`src/sv/cea_pkg.sv`:
```
// cea_pkg: shared constants, types and helper functions of the curve extent accumulator.
// Holds the Q.30 angle constants, the CORDIC arctangent table and the cardinal sweep test.
// No dependencies.
`default_nettype none

package cea_pkg;

    localparam int CORDIC_STEPS_DEFAULT = 18;
    localparam int CORDIC_MAX_STEPS     = 32;

    // item modes
    localparam logic [1:0] MODE_CLEAR = 2'd0;
    localparam logic [1:0] MODE_POINT = 2'd1;
    localparam logic [1:0] MODE_LINE  = 2'd2;
    localparam logic [1:0] MODE_ARC   = 2'd3;

    // angle constants in units of 2^-30
    localparam logic signed [33:0] TWO_PI_Q30      = 34'sd6746518852;
    localparam logic signed [33:0] PI_Q30          = 34'sd3373259426;
    localparam logic signed [33:0] HALF_PI_Q30     = 34'sd1686629713;
    localparam logic signed [33:0] CORDIC_GAIN_Q30 = 34'sd652032874;

    // sweep test constants in Q4.16
    localparam logic signed [21:0] TWO_PI_Q16 = 22'sd411775;
    localparam logic signed [21:0] CARD_Q16 [4] = '{
        22'sd0, 22'sd102944, 22'sd205887, 22'sd308831
    };

    localparam logic [29:0] ATAN_TAB [32] = '{
        30'd843314856, 30'd497837829, 30'd263043836, 30'd133525158,
        30'd67021686,  30'd33543515,  30'd16775850,  30'd8388437,
        30'd4194282,   30'd2097149,   30'd1048575,   30'd524287,
        30'd262143,    30'd131071,    30'd65535,     30'd32767,
        30'd16383,     30'd8191,      30'd4095,      30'd2047,
        30'd1023,      30'd511,       30'd255,       30'd127,
        30'd63,        30'd31,        30'd15,        30'd7,
        30'd3,         30'd1,         30'd0,         30'd0
    };

    // request to the box register
    typedef struct packed {
        logic clear;
        logic add;
    } box_cmd_t;

    // status of the CORDIC unit
    typedef struct packed {
        logic busy;
        logic done;
    } cordic_stat_t;

    function automatic logic signed [31:0] sat32(input logic signed [35:0] v);
        logic signed [31:0] r;
        if (v > 36'sd2147483647)
            r = 32'sh7FFFFFFF;
        else if (v < -36'sd2147483648)
            r = 32'sh80000000;
        else
            r = v[31:0];
        return r;
    endfunction

    // one bit per cardinal angle (0, pi/2, pi, 3pi/2): reached by the ccw sweep
    function automatic logic [3:0] card_hits(input logic signed [19:0] sa,
                                             input logic signed [19:0] ea);
        logic signed [21:0] sa_ext;
        logic signed [21:0] sweep;
        logic signed [21:0] to;
        logic [3:0]         hit;
        sa_ext = $signed({{2{sa[19]}}, sa});
        sweep  = $signed({{2{ea[19]}}, ea}) - sa_ext;
        for (int k = 0; k < 3; k++)
        begin
            if (sweep < 0)
                sweep = sweep + TWO_PI_Q16;
        end
        for (int q = 0; q < 4; q++)
        begin
            to = CARD_Q16[q] - sa_ext;
            for (int k = 0; k < 2; k++)
            begin
                if (to < 0)
                    to = to + TWO_PI_Q16;
            end
            for (int k = 0; k < 2; k++)
            begin
                if (to >= TWO_PI_Q16)
                    to = to - TWO_PI_Q16;
            end
            hit[q] = (to <= sweep);
        end
        return hit;
    endfunction

endpackage

`default_nettype wire

```
`src/sv/cea_box.sv`:
```
// cea_box: bounding box register with its grow and clear logic.
// Uses cea_pkg for the request type.
`default_nettype none

module cea_box (
    input  logic                clk,
    input  logic                rst_n,
    input  cea_pkg::box_cmd_t   cmd,
    input  logic signed [31:0]  x,
    input  logic signed [31:0]  y,
    output logic signed [31:0]  low_x,
    output logic signed [31:0]  low_y,
    output logic signed [31:0]  high_x,
    output logic signed [31:0]  high_y,
    output logic                empty
);
    import cea_pkg::*;

    logic signed [31:0] low_x_reg, low_x_next;
    logic signed [31:0] low_y_reg, low_y_next;
    logic signed [31:0] high_x_reg, high_x_next;
    logic signed [31:0] high_y_reg, high_y_next;
    logic               empty_reg, empty_next;

    always_comb
    begin
        low_x_next  = low_x_reg;
        low_y_next  = low_y_reg;
        high_x_next = high_x_reg;
        high_y_next = high_y_reg;
        empty_next  = empty_reg;
        priority if (cmd.clear)
        begin
            low_x_next  = '0;
            low_y_next  = '0;
            high_x_next = '0;
            high_y_next = '0;
            empty_next  = 1'b1;
        end
        else if (cmd.add && empty_reg)
        begin
            // first point: seed all four bounds
            low_x_next  = x;
            high_x_next = x;
            low_y_next  = y;
            high_y_next = y;
            empty_next  = 1'b0;
        end
        else if (cmd.add)
        begin
            if (x < low_x_reg)
                low_x_next = x;
            if (y < low_y_reg)
                low_y_next = y;
            if (x > high_x_reg)
                high_x_next = x;
            if (y > high_y_reg)
                high_y_next = y;
        end
    end

    always_ff @(posedge clk or negedge rst_n)
    begin
        if (!rst_n)
        begin
            low_x_reg  <= '0;
            low_y_reg  <= '0;
            high_x_reg <= '0;
            high_y_reg <= '0;
            empty_reg  <= 1'b1;
        end
        else
        begin
            low_x_reg  <= low_x_next;
            low_y_reg  <= low_y_next;
            high_x_reg <= high_x_next;
            high_y_reg <= high_y_next;
            empty_reg  <= empty_next;
        end
    end

    assign low_x  = low_x_reg;
    assign low_y  = low_y_reg;
    assign high_x = high_x_reg;
    assign high_y = high_y_reg;
    assign empty  = empty_reg;

endmodule

`default_nettype wire

```
`config.mk`:
```
export PLATFORM = sky130hd
export DESIGN_NAME = cea_box
export DESIGN_NICKNAME = d
export VERILOG_FILES = /design/src/sv/cea_pkg.sv /design/src/sv/cea_box.sv
export SDC_FILE = /design/constraint.sdc
export NUM_CORES = 1
export LEC_CHECK = 0
export BUFFER_PORTS_ARGS = -buffer_cell sky130_fd_sc_hd__buf_2
export CAP_MARGIN = 15
export CORE_UTILIZATION = 50
export CTS_CLUSTER_DIAMETER = 200
export DETAILED_ROUTE_END_ITERATION = 16
export MAX_ROUTING_LAYER = met4
export PLACE_DENSITY = 0.86
export SYNTH_ARGS = -nofsm -noshare
export SYNTH_HDL_FRONTEND = slang
export SYNTH_SLANG_ARGS = --single-unit
```
`constraint.sdc`:
```
create_clock -name clk -period 2.3 [get_ports clk]
set_input_delay 0.345 -clock clk [delete_from_list [all_inputs] [get_ports clk]]
set_output_delay 0.345 -clock clk [all_outputs]
set_load 0.05 [all_outputs]
```
# Yosys cells after proc, flatten, opt, wreduce, memory -nomap -nowiden
# Cells that the tools add are included.
[totals]
romBits = 0
wordCells = 38
memories = 0
mem_bits_rw = 0
regBits = 129
latchBits = 0
out_inout_bits = 129
in_bits = 68
[op_classes]
add_sub_neg = 0
n_div = 0
mux = 18
order_cmp = 4
shift = 0
n_eq_ne = 0
multipliers = 0
bitwise = 0
n_reduce_logical = 11
[op_table]
columns = ["cell", "n"]
rows = [
  ["32-bit two-way mux", 16],
  ["32-bit greater-than comparator", 2],
  ["32-bit less-than comparator", 2],
  ["3-bit nonzero test", 5],
  ["2-bit AND reduction", 4],
  ["1-bit two-way mux", 2],
  ["2-bit nonzero test", 1],
  ["1-bit logical AND", 1],
]

# Logic depth before layout (Yosys ltp)
# Gate-level depths: netlist (run 1).
[depth]
depth_word = 5
mapped_depth = 12
ltp_nobuf = 10

# Worst setup path before layout (run 1)
# No wires, ideal clock.
[synth_path]
path_kind = "register to register"
from = "reg high_y_reg[31] (netlist: high_y[31])"
to = "reg high_y_reg[11] (netlist: high_y[11])"
arrival_time_ns = 2.754
setup_ns = 0.132
period_less_slack_ns = 2.885
n_path_buf = 1
required_time_ns = 2.168
path_stages_with_launch = 11
setup_slack_ns = -0.585
cell_sequence = "dfrtp_1 > inv_1 > ha_1 > nand4_4 > nor4_4 > nand2_1 > and4_4 > o41ai_4 > buf_6 > mux2i_1 > nor2_1"
[synth_between]
elab_chain_len = 3
[synth_lines]
columns = ["element", "line_no", "source"]
rows = [
  ["start: declaration", "cea_box.sv:22", "logic signed [31:0] high_y_reg, high_y_next;"],
  ["start signal: assignment", "cea_box.sv:77", "high_y_reg <= high_y_next;"],
  ["32-bit greater-than comparator", "cea_box.sv:57", "if (y > high_y_reg)"],
  ["3-bit nonzero test (no source line)", "n/a", ""],
  ["2-bit AND reduction (no source line)", "n/a", ""],
]
# No other way between the ends.
# A chain may end at the register's enable or synchronous reset.

# Worst setup path after layout (run 1)
[layout_path]
from = "reg high_y_reg[13] (netlist: high_y[13])"
to = "reg high_y_reg[21] (netlist: high_y[21])"
# The elaborated chain is that of the path after synthesis.

==> impl_metrics.csv, run 1 <==
group,metric,value,unit
outcome,status,"finished with violations",
outcome,violations,"setup timing",
setup_path,path_class,"reg -> reg",
setup_path,startpoint,"high_y[13]",
cts,clkLatencyLatePin,0.43,ns
power_and_ir_drop,ir_drop,0.000557,V
place,port_buffers,196,
sta,min_period,3.09,ns
sta,drv_slew,0,
power_and_ir_drop,seq_power_share,0.291,
power_and_ir_drop,p_int,5.77,mW
die,core_area,0.0168,mm²
power_and_ir_drop,power_density,708,mW/mm²
yosys,yosysWarnings,0,
setup_path,arrival,3.37,ns
detailed_routing,vias_per_cell,5.69,
cts,cts-root-buf,"clkbuf_16",
finish,nNetsFinal,1430,
die,die_y,134,µm
sta,slew_headroom,0.408,
setup_path,worst-endpoint-required,2.57,ns
sta,period_share,1.34,
cts,cts_buffer_depth,2,
sta,setup_viol,128,
sta,fin_ws,-0.793,ns
grt,grt_max_degree,91,
place,dp_hpwl,17600,µm
cts,cts_sinks,129,
finish,fin_cells,1470,
detailed_routing,wirelength,29600,µm
cts,cts_made_buffers,17,
grt,gr-total-overflow,0,
setup_path,r2r_setup_slack,-0.79,ns
yosys,synthTopCellsByArea,"dfrtp_1 (37%), ha_1 (18%), mux2i_1 (14%)",
place,dp.cells,1403,
detailed_routing,wl_per_cell,20.1,µm
finish,layout-drive-gt1-share,0.516,
sta,rsz0062_at_grt,"yes",
min_path,hold_class,"in -> reg",
yosys,synth_top_area_frac,0.369,
place,place_congestion,0.887,
sta,skew,0.0143,ns
die,fp-row-count,47,
finish,area_delta_synth_final,49.7,%
sta,worst_pin_slew,0.888,ns
flow_run,cap_violations,0,
yosys,synth-seq-area-share,0.372,
die,dieArea,0.0179,mm²
setup_path,cp-end-kind,"flop",
yosys,yosys_register_bits,129,
cts,clkTransAtPathRegs,0.07,ns
yosys,synth_cells,870,
yosys,synth.largest_area_cell,"dfrtp_1",
place,placed_area,0.0113,mm²
min_path,worstHoldStart,"x[5]",
sta,max_freq,0.323,GHz
finish,mostFrequentLayoutCells,"buf_2 (194), buf_4 (150), mux2i_1 (113), dfrtp_2 (97), inv_1 (90)",
place,dp_slack,-0.583,ns
detailed_routing,drc,0,
grt,grt_pass1_wl,43700,µm
detailed_routing,ant_nets,0,
die,die_w,134,µm
yosys,syn_nets,1064,
cts,tritoncts,"built",
power_and_ir_drop,p_sw,3.42,mW
power_and_ir_drop,p_leak,6.45,nW
cts,h-tree-depth,4,
yosys,synth.distinct_cells,50,
die,ios,197,
setup_path,reg2reg_from,"high_y[13]",
setup_path,cp_max_fo,6,
detailed_routing,first_pass_iters,5,
detailed_routing,vias,8360,
setup_path,cp-start-kind,"flop",
finish,final_common_cell,"buf_2",
power_and_ir_drop,p_clk_frac,0.310,
yosys,avgSynthCellArea,9.97,µm²
power_and_ir_drop,switching_share,0.372,
finish,fin_area,0.0130,mm²
grt,grt_pass1_vias,8483,
detailed_routing,drtIter0Drc,622,
sta,setup_tns,-42.47,ns
yosys,synth_area,0.00867,mm²
grt,antenna_found_initial,2,
grt,track_usage,0.329,
sta,hold_violations,0,
power_and_ir_drop,pwr-share-comb,0.399,
die,start_util,0.517,
cell type report:
class | instances | area, µm²
repair buffers | 375 | 2650
clock inverters | 4 | 72.6
well taps | 220 | 275
clock buffers | 27 | 533
inverters | 132 | 495
fillers | 956 | 3780
flip-flops and latches | 129 | 3350
multi-input cells | 581 | 5600
diodes | 2 | 5.00
synth_stat cells, drive strengths merged:
library cell / count
inv: 132
dfrtp: 128
ha: 126
mux2i: 125
nor2: 76
nand2b: 64
a21oi: 47
a21o: 37
nand4: 28
clkbuf: 16
nand2: 16
buf: 12
o21ai: 11
nor2b: 7
o211ai: 4
and4: 3
nand3: 3
nor3: 3
o31ai: 3
a211oi: 2
a221oi: 2
a31oi: 2
mux2: 2
nor4: 2
o221a: 2
o311a: 2
o311ai: 2
o31a: 2
or3: 2
a2111o: 1
a21bo: 1
a22oi: 1
dfstp: 1
nand3b: 1
o21a: 1
o2bb2ai: 1
o41ai: 1
or4: 1
power by group through the flow:
stage	sequential [mW]	combinational (mW)	clock, mW
6_report	2.68	3.67	2.85
5_1_grt	2.70	3.88	2.97
4_1_cts	2.66	3.43	2.84
3_5_place_dp	2.69	3.07	0
3_3_place_gp	2.68	2.98	0
2_1_floorplan	3.48	1.27	0
final timing paths:
| check | to | cells past startpoint |
|---|---|---|
| max | high_y[21] | 12 |
| min | low_x[5] | 3 |
| max reg2reg | high_y[21] | 12 |
| min reg2reg | low_x[9] | 2 |
| max in group asynchronous | empty | 3 |
| min in group asynchronous | high_y[22] | 2 |
what timing repair did:
item / 4_1_cts / 5_1_grt
cloned: 8 / 1
setup endpoints to repair: 128 / 128
setup buffers: 18 / 12
resized for setup: 65 / 61
hold endpoints to repair: 52 / 0
pin swaps: 35 / 38
hold buffers: 1 / 0
metal layers:
layer | part of all wire | global-route usage | wire length [µm] | vias up
li1 | - | - | - | 3736
met1 | 0.39 | 0.373 | 11400 | 4074
met2 | 0.50 | 0.554 | 14800 | 437
met3 | 0.072 | 0.0746 | 2120 | 113
met4 | 0.040 | 0.146 | 1190 | 0
met5 | 0 | - | 0 | -
stage by stage:
stage | util | power [mW] | hold WS, ns
4_1_cts | 0.755 | 8.92 | 0.193
2_1_floorplan | - | 4.75 | 0.0494
5_1_grt | 0.775 | 9.55 | 0.199
6_report | 0.775 | 9.19 | 0.206
3_5_place_dp | 0.676 | 5.76 | 0.357
3_3_place_gp | 0.676 | 5.66 | 0.356
cells by family after synthesis:
logic type / count (synthesis) / synth area share
AND/OR/NAND/NOR: 206 / 0.128
buffers and inverters: 160 / 0.0753
flip-flops: 129 / 0.372
multiplexers: 127 / 0.147
adder cells (fa/ha/maj): 126 / 0.182
AO/OA/AOI/OAI: 122 / 0.0955
critical path, cell delays in order (launching register included):
cell	delay [ns]
dfrtp_2	0.36
inv_1	0.05
ha_1	0.31
nand4_1	0.23
a2111o_1	0.48
o211ai_2	0.12
buf_4	0.16
a21oi_2	0.07
o41ai_4	0.39
buf_6	0.20
buf_12	0.14
mux2i_1	0.33
nor2_1	0.10
Power figures use the tool's default switching activity.
==> run 2, diff against run 1 <==
--- a/config.mk
+++ b/config.mk
@@ -12,6 +12,7 @@
 export DETAILED_ROUTE_END_ITERATION = 16
 export MAX_ROUTING_LAYER = met4
 export PLACE_DENSITY = 0.86
+export SETUP_SLACK_MARGIN = 0.4
 export SYNTH_ARGS = -nofsm -noshare
 export SYNTH_HDL_FRONTEND = slang
 export SYNTH_SLANG_ARGS = --single-unit
==> run 2 against run 1 <==
Net effect: the flow still finishes with violations (setup timing); first-iteration DRC count decreased by 4.3%; clock skew increased by 0.0021 ns; non-clock buffer count increased by 18; sequential power about the same; fmax increased by 3.0%; largest cell class unchanged.
==> impl_metrics.csv, run 2 (synthesis results as in run 1) <==
group,metric,value,unit
grt,gr-total-overflow,0,
die,start_util,0.517,
setup_path,worst-path-buf-inv,3,
detailed_routing,vias_per_cell,5.70,
finish,fin_area,0.0134,mm²
sta,fin_ws,-0.701,ns
finish,nFillCells,902,
setup_path,path_delay_family,"compound AO/OA/AOI/OAI gates",
grt,antenna_found_initial,2,
grt,track_usage,0.337,
setup_path,cp-start-kind,"flop",
setup_path,path_cells,"inv_2 > ha_1 > a21oi_1 > o21ai_1 > a211oi_1 > a31oi_1 > o41ai_4 > buf_4 > clkbuf_16 > mux2i_1 > nor2_1",
detailed_routing,first_pass_iters,7,
sta,period_share,1.30,
sta,worst_pin_slew,0.752,ns
setup_path,r2r_setup_slack,-0.70,ns
cts,tritoncts,"built",
detailed_routing,wirelength,31400,µm
cts,cts_buffer_depth,2,
sta,hold_violations,0,
finish,nNetsFinal,1448,
setup_path,arrival,3.31,ns
flow_run,cap_violations,0,
sta,setup_viol,128,
place,dp_hpwl,18200,µm
power_and_ir_drop,p_leak,6.57,nW
grt,grt_pass1_wl,44600,µm
setup_path,worst-endpoint-required,2.61,ns
sta,max_freq,0.333,GHz
setup_path,slowest_stage,"a211oi_1",
cts,cts_sinks,129,
cts,clkLatencyLatePin,0.44,ns
sta,drv_slew,0,
die,core_area,0.0168,mm²
die,die_y,134,µm
setup_path,cp_max_fo,6,
cts,clkTransAtPathRegs,0.07,ns
place,place_congestion,0.868,
finish,layout-drive-gt1-share,0.538,
die,fp-row-count,47,
detailed_routing,drtIter0Drc,595,
grt,grt_max_degree,75,
sta,slew_headroom,0.498,
detailed_routing,vias,8488,
setup_path,cp-end-kind,"flop",
sta,min_period,3.00,ns
die,die_w,134,µm
sta,rsz0062_at_grt,"yes",
place,placed_area,0.0114,mm²
finish,final_common_cell,"buf_2",
setup_path,path_class,"reg -> reg",
cts,h-tree-depth,4,
detailed_routing,drc,0,
outcome,violations,"setup timing",
finish,area_delta_synth_final,54.5,%
place,port_buffers,196,
finish,mostFrequentLayoutCells,"buf_2 (194), buf_4 (158), mux2i_1 (106), dfrtp_2 (97), inv_1 (91)",
cts,cts-root-buf,"clkbuf_16",
sta,skew,0.0164,ns
die,dieArea,0.0179,mm²
power_and_ir_drop,power_density,709,mW/mm²
outcome,status,"finished with violations",
sta,setup_tns,-40.82,ns
detailed_routing,wl_per_cell,21.1,µm
die,ios,197,
cts,cts_made_buffers,17,
detailed_routing,ant_nets,0,
grt,grt_pass1_vias,8469,
min_path,hold_class,"in -> reg",
setup_path,slowest_delay,0.59,ns
power_and_ir_drop,ir_drop,0.000601,V
## run 2: power breakdown
group	internal [mW]	switching, mW	leakage, nW
Combinational	1.58	2.29	4.73
Sequential	2.52	0.163	1.55
Clock	1.84	1.12	0.295
## run 2: routing by layer
layer,vias to the layer above,GRT usage,part of all wire
li1,3765,-,-
met1,4107,0.411,0.39
met2,461,0.543,0.48
met3,155,0.0472,0.066
met4,0,0.177,0.060
met5,-,-,0
## run 2: repair_timing
item                       4_1_cts  5_1_grt
setup endpoints to repair      128      128
setup buffers                   20       13
hold endpoints to repair        40        0
cloned                           7        1
hold buffers                     1        0
resized for setup               86       60
pin swaps                       42       45
## run 2: layout make-up
type,instances,area (µm²),share of cell area
repair buffers,393,2880,0.215
clock inverters,13,186,0.0139
multi-input cells,581,5760,0.430
clock buffers,19,443,0.0331
well taps,220,275,0.0205
diodes,2,5.00,0.000374
flip-flops and latches,129,3350,0.250
inverters,132,500,0.0374
## run 2: path summary, 6_finish.rpt
kind / startpoint / to / depth (start not counted)
setup reg to reg: high_y[17] / high_y[12] / 11
min in group asynchronous: rst_n / low_y[14] / 2
hold reg to reg: low_y[6] / low_y[6] / 1
setup / recovery: high_y[17] / high_y[12] / 11
max in group asynchronous: rst_n / empty / 3
hold / removal: x[0] / high_x[0] / 3
## run 2: worst min-delay path, stage by stage
cell and delay, ns:
buf_2 0.10, mux2i_1 0.06, nor2_1 0.08
## run 2: through the flow
stage | std cells | utilization | power (mW) | hold slack, ns | worst slack [ns]
floorplan | 870 | - | 4.75 | 0.0494 | -0.388
global placement | 1413 | 0.682 | 5.69 | 0.310 | -0.375
detailed placement | 1413 | 0.682 | 5.81 | 0.312 | -0.553
CTS | 1473 | 0.768 | 9.12 | 0.194 | -0.401
global route | 1489 | 0.799 | 9.83 | 0.209 | -0.751
finish | 1489 | 0.799 | 9.50 | 0.188 | -0.701
