`src/sv/cea_pkg.sv`:
```
// cea_pkg: shared constants, types and helper functions of the curve extent accumulator.
// Holds the Q.30 angle constants, the CORDIC arctangent table and the cardinal sweep test.
// No dependencies.
`default_nettype none

package cea_pkg;

    localparam int CORDIC_STEPS_DEFAULT = 18;
    localparam int CORDIC_MAX_STEPS     = 32;

    // item modes
    localparam logic [1:0] MODE_CLEAR = 2'd0;
    localparam logic [1:0] MODE_POINT = 2'd1;
    localparam logic [1:0] MODE_LINE  = 2'd2;
    localparam logic [1:0] MODE_ARC   = 2'd3;

    // angle constants in units of 2^-30
    localparam logic signed [33:0] TWO_PI_Q30      = 34'sd6746518852;
    localparam logic signed [33:0] PI_Q30          = 34'sd3373259426;
    localparam logic signed [33:0] HALF_PI_Q30     = 34'sd1686629713;
    localparam logic signed [33:0] CORDIC_GAIN_Q30 = 34'sd652032874;

    // sweep test constants in Q4.16
    localparam logic signed [21:0] TWO_PI_Q16 = 22'sd411775;
    localparam logic signed [21:0] CARD_Q16 [4] = '{
        22'sd0, 22'sd102944, 22'sd205887, 22'sd308831
    };

    localparam logic [29:0] ATAN_TAB [32] = '{
        30'd843314856, 30'd497837829, 30'd263043836, 30'd133525158,
        30'd67021686,  30'd33543515,  30'd16775850,  30'd8388437,
        30'd4194282,   30'd2097149,   30'd1048575,   30'd524287,
        30'd262143,    30'd131071,    30'd65535,     30'd32767,
        30'd16383,     30'd8191,      30'd4095,      30'd2047,
        30'd1023,      30'd511,       30'd255,       30'd127,
        30'd63,        30'd31,        30'd15,        30'd7,
        30'd3,         30'd1,         30'd0,         30'd0
    };

    // request to the box register
    typedef struct packed {
        logic clear;
        logic add;
    } box_cmd_t;

    // status of the CORDIC unit
    typedef struct packed {
        logic busy;
        logic done;
    } cordic_stat_t;

    function automatic logic signed [31:0] sat32(input logic signed [35:0] v);
        logic signed [31:0] r;
        if (v > 36'sd2147483647)
            r = 32'sh7FFFFFFF;
        else if (v < -36'sd2147483648)
            r = 32'sh80000000;
        else
            r = v[31:0];
        return r;
    endfunction

    // one bit per cardinal angle (0, pi/2, pi, 3pi/2): reached by the ccw sweep
    function automatic logic [3:0] card_hits(input logic signed [19:0] sa,
                                             input logic signed [19:0] ea);
        logic signed [21:0] sa_ext;
        logic signed [21:0] sweep;
        logic signed [21:0] to;
        logic [3:0]         hit;
        sa_ext = $signed({{2{sa[19]}}, sa});
        sweep  = $signed({{2{ea[19]}}, ea}) - sa_ext;
        for (int k = 0; k < 3; k++)
        begin
            if (sweep < 0)
                sweep = sweep + TWO_PI_Q16;
        end
        for (int q = 0; q < 4; q++)
        begin
            to = CARD_Q16[q] - sa_ext;
            for (int k = 0; k < 2; k++)
            begin
                if (to < 0)
                    to = to + TWO_PI_Q16;
            end
            for (int k = 0; k < 2; k++)
            begin
                if (to >= TWO_PI_Q16)
                    to = to - TWO_PI_Q16;
            end
            hit[q] = (to <= sweep);
        end
        return hit;
    endfunction

endpackage

`default_nettype wire

```
`src/sv/cea_cordic.sv`:
```
// cea_cordic: iterative rotation-mode CORDIC giving cosine and sine of a Q4.16 angle.
// One micro-rotation per cycle through a shared shift/add unit; uses cea_pkg.
`default_nettype none

module cea_cordic #(
    parameter int STEPS = cea_pkg::CORDIC_STEPS_DEFAULT
) (
    input  logic                   clk,
    input  logic                   rst_n,
    input  logic                   start,
    input  logic signed [19:0]     angle,
    output cea_pkg::cordic_stat_t  stat,
    output logic signed [31:0]     cos_val,
    output logic signed [31:0]     sin_val
);
    import cea_pkg::*;

    localparam int         NITER    = (STEPS < CORDIC_MAX_STEPS) ? STEPS : CORDIC_MAX_STEPS;
    localparam logic [4:0] LAST_IDX = 5'(NITER - 1);

    localparam logic [1:0] C_IDLE = 2'd0;
    localparam logic [1:0] C_FOLD = 2'd1;
    localparam logic [1:0] C_ITER = 2'd2;
    localparam logic [1:0] C_DONE = 2'd3;

    logic [1:0]         state_reg, state_next;
    logic [4:0]         idx_reg, idx_next;
    logic signed [33:0] x_reg, x_next;
    logic signed [33:0] y_reg, y_next;
    logic signed [33:0] z_reg, z_next;
    logic               neg_reg, neg_next;

    logic signed [33:0] z_wide;
    logic signed [33:0] z_red;
    logic signed [33:0] dx;
    logic signed [33:0] dy;
    logic signed [33:0] atan_val;
    logic signed [33:0] x_neg;
    logic signed [33:0] y_neg;

    always_comb
    begin
        z_wide = $signed({angle, 14'b0});
        if (z_wide >= PI_Q30)
            z_red = z_wide - TWO_PI_Q30;
        else if (z_wide < -PI_Q30)
            z_red = z_wide + TWO_PI_Q30;
        else
            z_red = z_wide;

        dx       = y_reg >>> idx_reg;
        dy       = x_reg >>> idx_reg;
        atan_val = $signed({4'b0, ATAN_TAB[idx_reg]});

        state_next = state_reg;
        idx_next   = idx_reg;
        x_next     = x_reg;
        y_next     = y_reg;
        z_next     = z_reg;
        neg_next   = neg_reg;

        unique case (state_reg)
            C_IDLE:
            begin
                if (start)
                begin
                    z_next     = z_red;
                    x_next     = CORDIC_GAIN_Q30;
                    y_next     = '0;
                    state_next = C_FOLD;
                end
            end
            C_FOLD:
            begin
                // fold into [-pi/2, pi/2]; remember to negate the result
                if (z_reg > HALF_PI_Q30)
                begin
                    z_next   = z_reg - PI_Q30;
                    neg_next = 1'b1;
                end
                else if (z_reg < -HALF_PI_Q30)
                begin
                    z_next   = z_reg + PI_Q30;
                    neg_next = 1'b1;
                end
                else
                begin
                    neg_next = 1'b0;
                end
                idx_next   = '0;
                state_next = C_ITER;
            end
            C_ITER:
            begin
                if (!z_reg[33])
                begin
                    x_next = x_reg - dx;
                    y_next = y_reg + dy;
                    z_next = z_reg - atan_val;
                end
                else
                begin
                    x_next = x_reg + dx;
                    y_next = y_reg - dy;
                    z_next = z_reg + atan_val;
                end
                idx_next = idx_reg + 5'd1;
                if (idx_reg == LAST_IDX)
                    state_next = C_DONE;
            end
            C_DONE:
            begin
                state_next = C_IDLE;
            end
        endcase
    end

    always_ff @(posedge clk or negedge rst_n)
    begin
        if (!rst_n)
        begin
            state_reg <= C_IDLE;
            idx_reg   <= '0;
        end
        else
        begin
            state_reg <= state_next;
            idx_reg   <= idx_next;
        end
    end

    always_ff @(posedge clk)
    begin
        x_reg   <= x_next;
        y_reg   <= y_next;
        z_reg   <= z_next;
        neg_reg <= neg_next;
    end

    assign x_neg     = -x_reg;
    assign y_neg     = -y_reg;
    assign cos_val   = neg_reg ? x_neg[31:0] : x_reg[31:0];
    assign sin_val   = neg_reg ? y_neg[31:0] : y_reg[31:0];
    assign stat.busy = (state_reg != C_IDLE);
    assign stat.done = (state_reg == C_DONE);

endmodule

`default_nettype wire

```
`config.mk`:
```
export PLATFORM = sky130hd
export DESIGN_NAME = cea_cordic
export DESIGN_NICKNAME = d
export VERILOG_FILES = /design/src/sv/cea_pkg.sv /design/src/sv/cea_cordic.sv
export SDC_FILE = /design/constraint.sdc
export NUM_CORES = 1
export LEC_CHECK = 0
export BUFFER_PORTS_ARGS = -buffer_cell sky130_fd_sc_hd__buf_2
export CAP_MARGIN = 10
export CELL_PAD_IN_SITES_DETAIL_PLACEMENT = 1
export CELL_PAD_IN_SITES_GLOBAL_PLACEMENT = 2
export CORE_MARGIN = 4
export CORE_UTILIZATION = 36
export CTS_BUF_LIST = sky130_fd_sc_hd__clkbuf_4
export CTS_CLUSTER_DIAMETER = 120
export CTS_CLUSTER_SIZE = 25
export DETAILED_ROUTE_END_ITERATION = 10
export MAX_ROUTING_LAYER = met4
export PLACE_DENSITY_LB_ADDON = 0.08
export SKIP_CTS_REPAIR_TIMING = 1
export SLEW_MARGIN = 15
export SYNTH_ARGS = -nofsm -noshare
export SYNTH_HDL_FRONTEND = slang
export SYNTH_SLANG_ARGS = --single-unit
```
`constraint.sdc`:
```
create_clock -name clk -period 6.1 [get_ports clk]
set_clock_uncertainty 0.15 [all_clocks]
set_input_delay 0.915 -clock clk [delete_from_list [all_inputs] [get_ports clk]]
set_output_delay 0.915 -clock clk [all_outputs]
set_load 0.02 [all_outputs]
```
### Yosys cells after proc, flatten, opt, wreduce, memory -nomap -nowiden

Memories as Yosys holds them, arrays and structs flattened.
Index checks and enable logic that the tools add are counted.

* memories kept: 1
* input port bits: 23
* register bits: 110
* bits in read-only memories: 960
* word-level logic and storage cells: 65

Memories
* (no name shown): depth 32, width 30, read ports 1, clocked after memory_dff 0, wr ports 0, RTL line cea_cordic.sv:53 `atan_val = $signed({4'b0, ATAN_TAB[idx_reg]});`

* bitwise logic cells: 1
* order comparisons: 5
* shift-type cells: 2
* multiplexer cells: 22
* $add $sub $neg: 13
* reductions and logical operators: 8
* eq/ne operators: 7

Operators with widths (count)
* $mux 34: 10
* $pmux 34 s2: 2
* $pmux 34 s3: 1
* $add 34x34->34: 2
* $sshr 34x5->34: 2
* $sub 34x34->34: 2
* $mux 32: 2
* $neg 32->32: 2
* $mux 30: 2
* $add 34x31->34: 1
* $add 34x33->34 const B: 1
* $add 34x34->34 const B: 1
* $ge 34x33->1 const B: 1
* $gt 34x32->1 const B: 1
* $lt 34x32->1 const B: 1
* $lt 34x33->1 const B: 1
* $sub 34x31->34: 1
* $sub 34x33->34 const B: 1
* $sub 34x34->34 const B: 1
* $pmux 5 s2: 1
* $pmux 2 s4: 1
* $ge 6x6->1 const B: 1
* $not 5->6: 1
* $reduce_bool 2->1: 3
* 12 further kinds: 16

### Logic depth before layout (Yosys ltp)

Gate-level depths: netlist of the first run.

* depth in word-level cells: 7
* depth in mapped cells: 28

### Worst setup path before layout of the first run

Ideal clock, no wire load.

* path type: flip-flop to flip-flop
* from: register state_reg[0]
* to: register x_reg[0] (enable)
* library setup time: 588 ps
* buffers on the path: 2
* cell stages (with the launch flop): 7
* required time: 5362 ps
* slack: -593 ps
* data arrival time: 5955 ps
* cell sequence: dfrtp_1 -> inv_1 -> ha_1 -> inv_1 -> clkbuf_1 -> buf_1 -> o21ai_0

* longest elaborated chain between the ends: 3
* elaborated cells between the ends (all ways): 5
* classes of those cells: eq/ne (2); reduce/logical (3)

Ends and longest elaborated chain
* from (decl): RTL line cea_cordic.sv:26 `logic [1:0] state_reg, state_next;`
* from (signal assigned): RTL line cea_cordic.sv:127 `state_reg <= state_next;`
* $eq 2x2->1 / $logic_not 2->1 (equally long branches): RTL line cea_cordic.sv:62 `unique case (state_reg)`
* $reduce_bool 2->1 (no source line) / $ne 2x2->1 (equally long branches)
* $reduce_and 2->1 (no source line) (*)
* to (signal assigned): RTL line cea_cordic.sv:134 `x_reg <= x_next;`
* to (decl): RTL line cea_cordic.sv:28 `logic signed [33:0] x_reg, x_next;`

Every way passes the cells marked *; elsewhere a longest branch is shown, timed or not.
A chain may end at the register's enable or synchronous reset.

### Worst setup path after layout of the first run

* from: register idx_reg[2]
* to: register y_reg[32], data pin

* longest elaborated chain between the ends: 4
* elaborated cells between the ends (all ways): 5
* classes of those cells: add/sub (2); shift (1); mux (2)

Ends and longest elaborated chain
* from (decl): RTL line cea_cordic.sv:27 `logic [4:0] idx_reg, idx_next;`
* from (signal assigned): RTL line cea_cordic.sv:128 `idx_reg <= idx_next;`
* $sshr 34x5->34 (*): RTL line cea_cordic.sv:52 `dy = x_reg >>> idx_reg;`
* $add 34x34->34 / $sub 34x34->34 (equally long branches): RTL line cea_cordic.sv:98, cea_cordic.sv:104
* $mux 34 (*): RTL line cea_cordic.sv:95 `if (!z_reg[33])`
* $pmux 34 s2 (*): RTL line cea_cordic.sv:62
* to (signal assigned): RTL line cea_cordic.sv:135 `y_reg <= y_next;`
* to (decl): RTL line cea_cordic.sv:29 `logic signed [33:0] y_reg, y_next;`

Marks and branches as above.

==> results.toml, run 1 <==
[global_routing]
grt_util_all_layers_pct = 29.33
grt_pass1_wl_um = 133800
grt_remaining_overflow = 0
grt_pass1_vias = 21724
antenna_found_initial = 3
grt_start_max_net_pins = 69

[setup_path]
crit_path_max_incr_delay_ns = 0.58
cp.required_ns = 6.48
cp-end-kind = "flip-flop"
path_cells = "clkbuf_4 -> mux2_1 -> mux4_2 -> a211o_1 -> or4_4 -> nor2_4 -> a21oi_1 -> xor2_1 -> buf_4 -> ha_1 -> and3_4 -> nor2b_1 -> a221o_1 -> a31oi_2 -> a31oi_1 -> a211o_1 -> a2111oi_2 -> buf_4 -> nor4_4 -> a21oi_2 -> mux2i_1"
critPathLaunchType = "flip-flop"
cp_slowest_cell = "dfrtp_4"
path_max_fanout = 7
cp.arrival_ns = 6.42
critPathKind = "reg -> reg"

[clock_tree]
clock_path_buffers = 2
cts_tree = "done"
clkTransAtPathRegs_ns = 0.23
clock_latency_ns = 0.65
cts_root_buffer = "clkbuf_4"
cts_sinks = 110
cts_buffers = 9
htreeDepth = 3

[sta]
fin_crit_sh_pct = 99.05
hold_violations = 0
final.min_clock_period_ns = 6.042
finalMaxSlewViolations = 0
slew-limit-headroom_pct = 24.10
max_freq_mhz = 165.5
rsz0062_at_grt = "true"
setup_viol_count_final = 0
hold_ws_ns = 0.4753
tightest_slew_ns = 1.138

[routing]
finalWirelength_um = 89560
wl_per_cell_um = 25.36
drcViolationCount = 0
vias_per_cell = 6.089
vias = 21502
drt_pass1_iterations = 5
first_iter_violations = 1368
antenna_left = 0

[placed_design]
globalplace.congestion = 0.9815
port_buffers = 88
hpwl_um = 70890
place_area_um2 = 23630
dp.cells = 3478

[synth]
synth_nets = 2653
async_flop_share_pct = 6.364
synth_edf_count = 103
yosys-top-cells-area = "edfxtp_1 15%, ha_1 9.7%, mux4_2 8.4%, xnor2_1 7.9%, a21oi_1 4.7%"
synthDistinctLibCells = 97
netlist.area_leader.share_pct = 15.24
synth_area_leader_cell = "edfxtp_1"
syn_inst = 2468
synth_top_flop_cell = "edfxtp_1"
yosysWarnings = 0
syn_area_um2 = 20300
ys_ff_latch = 110
ys_seq_area_share_pct = 16.10
syn_area_per_cell_um2 = 8.224

[floorplanning]
start_util_pct = 36.62
coreArea_um2 = 55420
dieArea_um2 = 60240
placementRows = 86
dieWidth_um = 245.4
chipHeight_um = 245.4
io_pins = 89

[final_layout]
finalNonFillerCells = 3531
fin_area_um2 = 24560
post-route-util_pct = 44.31
final_cell_mix = "353 x buf_4, 202 x nand2_1, 196 x nor2_1"
nets = 2962
syn_to_final_growth_pct = 21.00
final_common_cell = "buf_4"
drive_gt1_share_pct = 25.23

[worst_hold_path]
hp-class = "in -> async"

[run_status]
status = "completed"

[flow_run]
max-cap-violations = 0
[cells in the mapped netlist, types with 13 or more instances]
| master | number |
|---|---|
| a21o_1 | 67 |
| o21ai_0 | 133 |
| nor3_1 | 51 |
| nor2_1 | 204 |
| o21a_1 | 23 |
| nand2b_1 | 29 |
| inv_1 | 73 |
| a22oi_1 | 13 |
| buf_2 | 27 |
| mux2_2 | 35 |
| and3_1 | 25 |
| o31ai_1 | 31 |
| a31oi_1 | 47 |
| o211ai_1 | 19 |
| nand2_1 | 203 |
| a211oi_1 | 24 |
| nand4_1 | 24 |
| ha_1 | 158 |
| a21oi_1 | 192 |
| or3_1 | 18 |
| nand3_1 | 44 |
| mux4_2 | 76 |
| xnor2_1 | 182 |
| edfxtp_1 | 103 |
| mux2i_1 | 73 |
| or4_1 | 15 |
| and2_1 | 25 |
| o21bai_1 | 22 |
| o22ai_1 | 29 |
| buf_1 | 27 |
| a221oi_1 | 14 |
| clkbuf_1 | 97 |
| xor2_1 | 88 |
| nor2b_1 | 27 |
[kinds of logic after synthesis]
logic type	after synthesis	share of synthesized area [%]
compound gates	760	24.90
simple gates	733	17.77
xor+xnor	270	11.65
buf+inv	239	4.907
mux	194	14.53
fa+ha+maj	162	10.14
flops	110	16.10
[per-layer routing]
layer  GRT usage, %  wire length, um  up-vias
met2          43.70            38910      688
met1          41.07            42650    10737
met3          5.986             6091      115
met4          6.808             1906        0
met5              -                0        -
li1               -                -     9962
[worst max-delay path, delay by kind of cell (launching register included)]
| family | cells | cell delay, ns |
|---|---|---|
| buf+inv | 3 | 0.54 |
| simple gates | 5 | 1.06 |
| flops | 1 | 0.58 |
| mux | 3 | 1.08 |
| fa+ha+maj | 1 | 0.30 |
| compound gates | 8 | 2.04 |
| xor+xnor | 1 | 0.16 |
[through the flow]
step / setup TNS, ns / worst slack [ns]
final: 0 / 0.05821
after CTS: -2.282 / -0.2797
after floorplan: 0 / 0.07274
after detailed placement: -1.268 / -0.2364
after global placement: -0.4024 / -0.1205
after global routing: -0.3940 / -0.2040
[worst paths after layout]
path                                   start           end  slack, ns  cells past startpoint
worst min register to register  state_reg[0]  state_reg[0]       0.48                      1
max in group asynchronous              rst_n  state_reg[1]       5.07                      2
worst min-delay path                   rst_n    idx_reg[1]       0.48                      2
worst max-delay path              idx_reg[2]     y_reg[32]       0.06                     21
worst max register to register    idx_reg[2]     y_reg[32]       0.06                     21
min in group clk                state_reg[0]  state_reg[0]       0.48                      1
[layout make-up]
type | instances | area [um2]
Inverter | 75 | 285.3
Multi-Input combinational cell | 2119 | 16500
Antenna cell | 1 | 2.502
Fill cell | 6631 | 30860
Tap cell | 748 | 935.9
Clock inverter | 6 | 47.55
Timing Repair Buffer | 462 | 3431
Sequential cell | 110 | 3279
Clock buffer | 10 | 75.07
Power of run 1 is left out: the tool's default activity adds up to more than one toggle a clock period on the data nets, which glitch-free logic cannot reach.
==> run 2, diff against run 1 <==
Settings changed: MAX_ROUTING_LAYER met4 to unset.
==> run 2 against run 1 <==
  * Sequential share of layout area decreased by 0.091 points
  * Die area unchanged
  * Sequential cell count stayed put
  * Worst hold slack worse by 0.018 ns
  * Maximum frequency about the same
  * Critical path type unchanged
  * Critical endpoint unchanged
  * Highest routed layer is now met5
==> results.toml, run 2 (synthesis gave the netlist of run 1 again) <==
[placed_design]
port_buffers = 88
globalplace.congestion = 0.9755
place_area_um2 = 23810
hpwl_um = 71090

[sta]
setup_viol_count_final = 0
max_freq_mhz = 165.6
slew-limit-headroom_pct = 24.69
setup_tns_ns = 0
rsz0062_at_grt = "true"
finalMaxSlewViolations = 0
hold_violations = 0
fin_crit_sh_pct = 98.97
final.min_clock_period_ns = 6.037
tightest_slew_ns = 1.130

[final_layout]
register_area_um2 = 3279
drive_gt1_share_pct = 25.79
final_cell_mix = "378 x buf_4, 201 x nand2_1, 197 x nor2_1"
multiInputGateArea_um2 = 16490
syn_to_final_growth_pct = 21.83
fin_area_um2 = 24730
final_common_cell = "buf_4"
nets = 2983
nFillCells = 6638

[setup_path]
crit_buf_inv = 7
crit_path_max_incr_delay_ns = 0.55
critPathLaunchType = "flip-flop"
r2r-start = "idx_reg[0]"
path_max_fanout = 6
reg2reg_depth = 25
reg2reg_slack_ns = 0.06
cp_slowest_cell = "dfrtp_4"
critPathLaunch = "idx_reg[0]"
endpoint = "y_reg[32]"
critPathTopFamily = "compound AO/OA/AOI/OAI gates"
cp-end-kind = "flip-flop"
r2r-end = "y_reg[32]"
critPathKind = "reg -> reg"
cp.required_ns = 6.48
crit_path_frequent_cell = "buf_4"
cp.arrival_ns = 6.41
cp.depth = 25

[global_routing]
grt_util_all_layers_pct = 28.82
grt_remaining_overflow = 0
grt_pass1_vias = 21947
grt_start_max_net_pins = 69
grt_pass1_wl_um = 135400
antenna_found_initial = 2

[floorplanning]
placementRows = 86
dieWidth_um = 245.4
io_pins = 89
chipHeight_um = 245.4
start_util_pct = 36.62
coreArea_um2 = 55420
dieArea_um2 = 60240

[routing]
wl_per_cell_um = 25.33
antenna_left = 0
finalWirelength_um = 89970
vias_per_cell = 6.081
first_iter_violations = 1783
vias = 21601
drcViolationCount = 0
drt_pass1_iterations = 5

[clock_tree]
cts_sinks = 110
htreeDepth = 3
clock_latency_ns = 0.67
clock_path_buffers = 2
cts_root_buffer = "clkbuf_4"
cts_buffers = 9
clkTransAtPathRegs_ns = 0.24
cts_tree = "done"

[run_status]
status = "completed"

[flow_run]
max-cap-violations = 0

[worst_hold_path]
hp-class = "in -> async"
-- run 2: changes by cell type in the layout (fill, tap and decap cells not counted), moves of 3 or more --
| cell | previous run | this run |
|---|---|---|
| nor3_2 | 5 | 2 |
| buf_4 | 353 | 378 |
| buf_6 | 8 | 3 |
| ha_1 | 154 | 151 |
-- run 2: final cells by class --
class | instances | share of cell area (%)
clock inverter | 6 | 0.2834
inverter | 75 | 1.144
clock buffer | 10 | 0.3036
timing repair buffer | 483 | 14.52
sequential | 110 | 13.26
tap | 748 | 3.785
multi-input combinational | 2119 | 66.69
antenna | 1 | 0.01012
-- run 2: metrics by stage --
step           hold slack, ns  cells  utilization, %  setup WS (ns)
2_1_floorplan          0.4039   2468               -        0.07274
3_3_place_gp           0.4304   3502           42.97        -0.1687
3_5_place_dp           0.4584   3502           42.97        -0.2301
4_1_cts               -0.1505   3518           43.23        -0.2908
5_1_grt                0.4121   3552           44.62        -0.2496
6_report               0.4574   3552           44.62        0.06257
-- run 2: how the worst min path moves through the flow --
stage	startpoint	to	depth (start not counted)	slack [ns]
global route	rst_n	idx_reg[2]	2	0.41
global placement	state_reg[0]	state_reg[0]	1	0.43
finish	rst_n	idx_reg[2]	2	0.46
CTS	rst_n	idx_reg[0]	1	-0.15
floorplan	state_reg[0]	state_reg[0]	1	0.40
detailed placement	state_reg[0]	state_reg[0]	1	0.46
-- run 2: worst reg2reg max path, cell delays in order (launching register included) --
cell,delay [ns]
dfrtp_4,0.55
buf_12,0.15
buf_12,0.13
buf_4,0.15
mux4_2,0.48
mux2i_4,0.24
o21ai_2,0.08
a211oi_2,0.29
buf_4,0.19
nand4_1,0.19
buf_4,0.21
o41a_1,0.41
xnor2_2,0.17
buf_4,0.17
ha_4,0.20
a21oi_2,0.13
nor2b_1,0.05
a221o_1,0.33
a31oi_2,0.19
a31oi_1,0.13
a211o_1,0.35
a2111oi_2,0.37
buf_4,0.17
nor4_2,0.04
a21oi_1,0.18
mux2i_1,0.19
-- run 2: metal layers --
layer	GRT usage, %	wire (um)	part of all wire, %	vias to the layer above
met1	41.96	43210	48	10870
met5	0.6536	54	0.060	-
met2	44.74	39540	44	639
met3	4.732	5427	6.0	99
met4	6.524	1731	1.9	2
li1	-	-	-	9991
Power of run 2 is left out for the same reason.
==> run 3, diff against run 2 <==
Settings changed: CORE_MARGIN 4 to 8.
==> run 3 against run 2 <==
  * Design area decreased by 1.1%
  * Highest routed layer is now met4
  * Critical endpoint unchanged
  * Sequential cell count did not move
  * Final cell count shrank 0.37%
  * Via count about the same
==> results.toml, run 3 (synthesis gave the netlist of run 1 again) <==
[final_layout]
fin_area_um2 = 24440
finalNonFillerCells = 3539
final_cell_mix = "354 x buf_4, 202 x nand2_1, 199 x nor2_1"
syn_to_final_growth_pct = 20.44
nets = 2959
drive_gt1_share_pct = 24.76
final_common_cell = "buf_4"

[global_routing]
grt_pass1_wl_um = 136100
grt_util_all_layers_pct = 27.34
antenna_found_initial = 1
grt_remaining_overflow = 0
grt_pass1_vias = 21639
grt_start_max_net_pins = 65

[floorplanning]
coreArea_um2 = 56060
dieArea_um2 = 64230
start_util_pct = 36.20
placementRows = 87
dieWidth_um = 253.4
io_pins = 89
chipHeight_um = 253.4

[placed_design]
dp.cells = 3487
port_buffers = 88
hpwl_um = 71930
place_ws_ns = -0.4150
globalplace.congestion = 0.9781
place_area_um2 = 23640

[sta]
max_freq_mhz = 165.7
final.min_clock_period_ns = 6.036
setup_viol_count_final = 0
tightest_slew_ns = 1.085
slew-limit-headroom_pct = 27.36
finalMaxSlewViolations = 0
hold_violations = 0
fin_ws_ns = 0.06412
fin_crit_sh_pct = 98.95
rsz0062_at_grt = "true"
setup_tns_ns = 0

[clock_tree]
cts_tree = "done"
cts_buffers = 9
htreeDepth = 3
clock_path_buffers = 2
clkTransAtPathRegs_ns = 0.21
cts_sinks = 110
cts_root_buffer = "clkbuf_4"
clock_latency_ns = 0.66

[routing]
first_iter_violations = 1582
drcViolationCount = 0
vias = 21590
vias_per_cell = 6.101
antenna_left = 0
wl_per_cell_um = 25.69
finalWirelength_um = 90920
drt_pass1_iterations = 5

[setup_path]
critPathKind = "reg -> reg"
cp.required_ns = 6.47
cp-end-kind = "flip-flop"
critPathLaunchType = "flip-flop"
cp.arrival_ns = 6.41
path_max_fanout = 6

[worst_hold_path]
hp-class = "reg -> reg"

[run_status]
status = "completed"

[flow_run]
max-cap-violations = 0
## run 3: final cells by class
type	count	area, um2
Antenna cell	4	10.01
Clock buffer	11	82.58
Clock inverter	5	35.03
Fill cell	6767	31620
Inverter	75	285.3
Multi-Input combinational cell	2119	16400
Sequential cell	110	3281
Tap cell	756	945.9
Timing Repair Buffer	459	3400
## run 3: per-stage QoR
stage          util [%]  hold slack [ns]
2_1_floorplan         -           0.4039
3_3_place_gp      42.16           0.4428
3_5_place_dp      42.16           0.4682
4_1_cts           42.37          -0.1410
5_1_grt           43.59           0.4848
6_report          43.60           0.5056
## run 3: layer usage
layer | vias up | GRT usage, % | part of all wire, %
met5 | - | 0 | 0
li1 | 9956 | - | -
met4 | 0 | 7.166 | 2.3
met3 | 104 | 4.382 | 6.1
met2 | 683 | 40.64 | 43
met1 | 10847 | 40.44 | 49
## run 3: path summary, 6_finish.rpt
check	startpoint	endpoint	slack [ns]	cells past startpoint
worst max-delay path	idx_reg[0]	y_reg[32]	0.06	25
worst min-delay path	state_reg[0]	state_reg[0]	0.51	1
worst max register to register	idx_reg[0]	y_reg[32]	0.06	25
worst min register to register	state_reg[0]	state_reg[0]	0.51	1
max in group asynchronous	rst_n	idx_reg[1]	5.08	2
min in group asynchronous	rst_n	state_reg[0]	0.52	2
## run 3: critical path, stage by stage (launching register included)
cell       delay, ns
dfrtp_4         0.54
clkbuf_4        0.23
buf_4           0.14
mux4_2          0.52
a222oi_1        0.28
buf_4           0.22
o221ai_1        0.12
nor2_1          0.12
buf_4           0.14
ha_4            0.13
and3_4          0.23
and2_4          0.16
a31oi_1         0.09
xnor2_1         0.24
ha_1            0.30
and3_4          0.20
nor2b_1         0.13
a221o_1         0.30
a31oi_2         0.20
a31oi_2         0.13
a211o_1         0.36
a2111oi_4       0.37
buf_4           0.16
nor4_1          0.05
a21oi_1         0.17
mux2i_1         0.20
Power of run 3 is left out for the same reason.
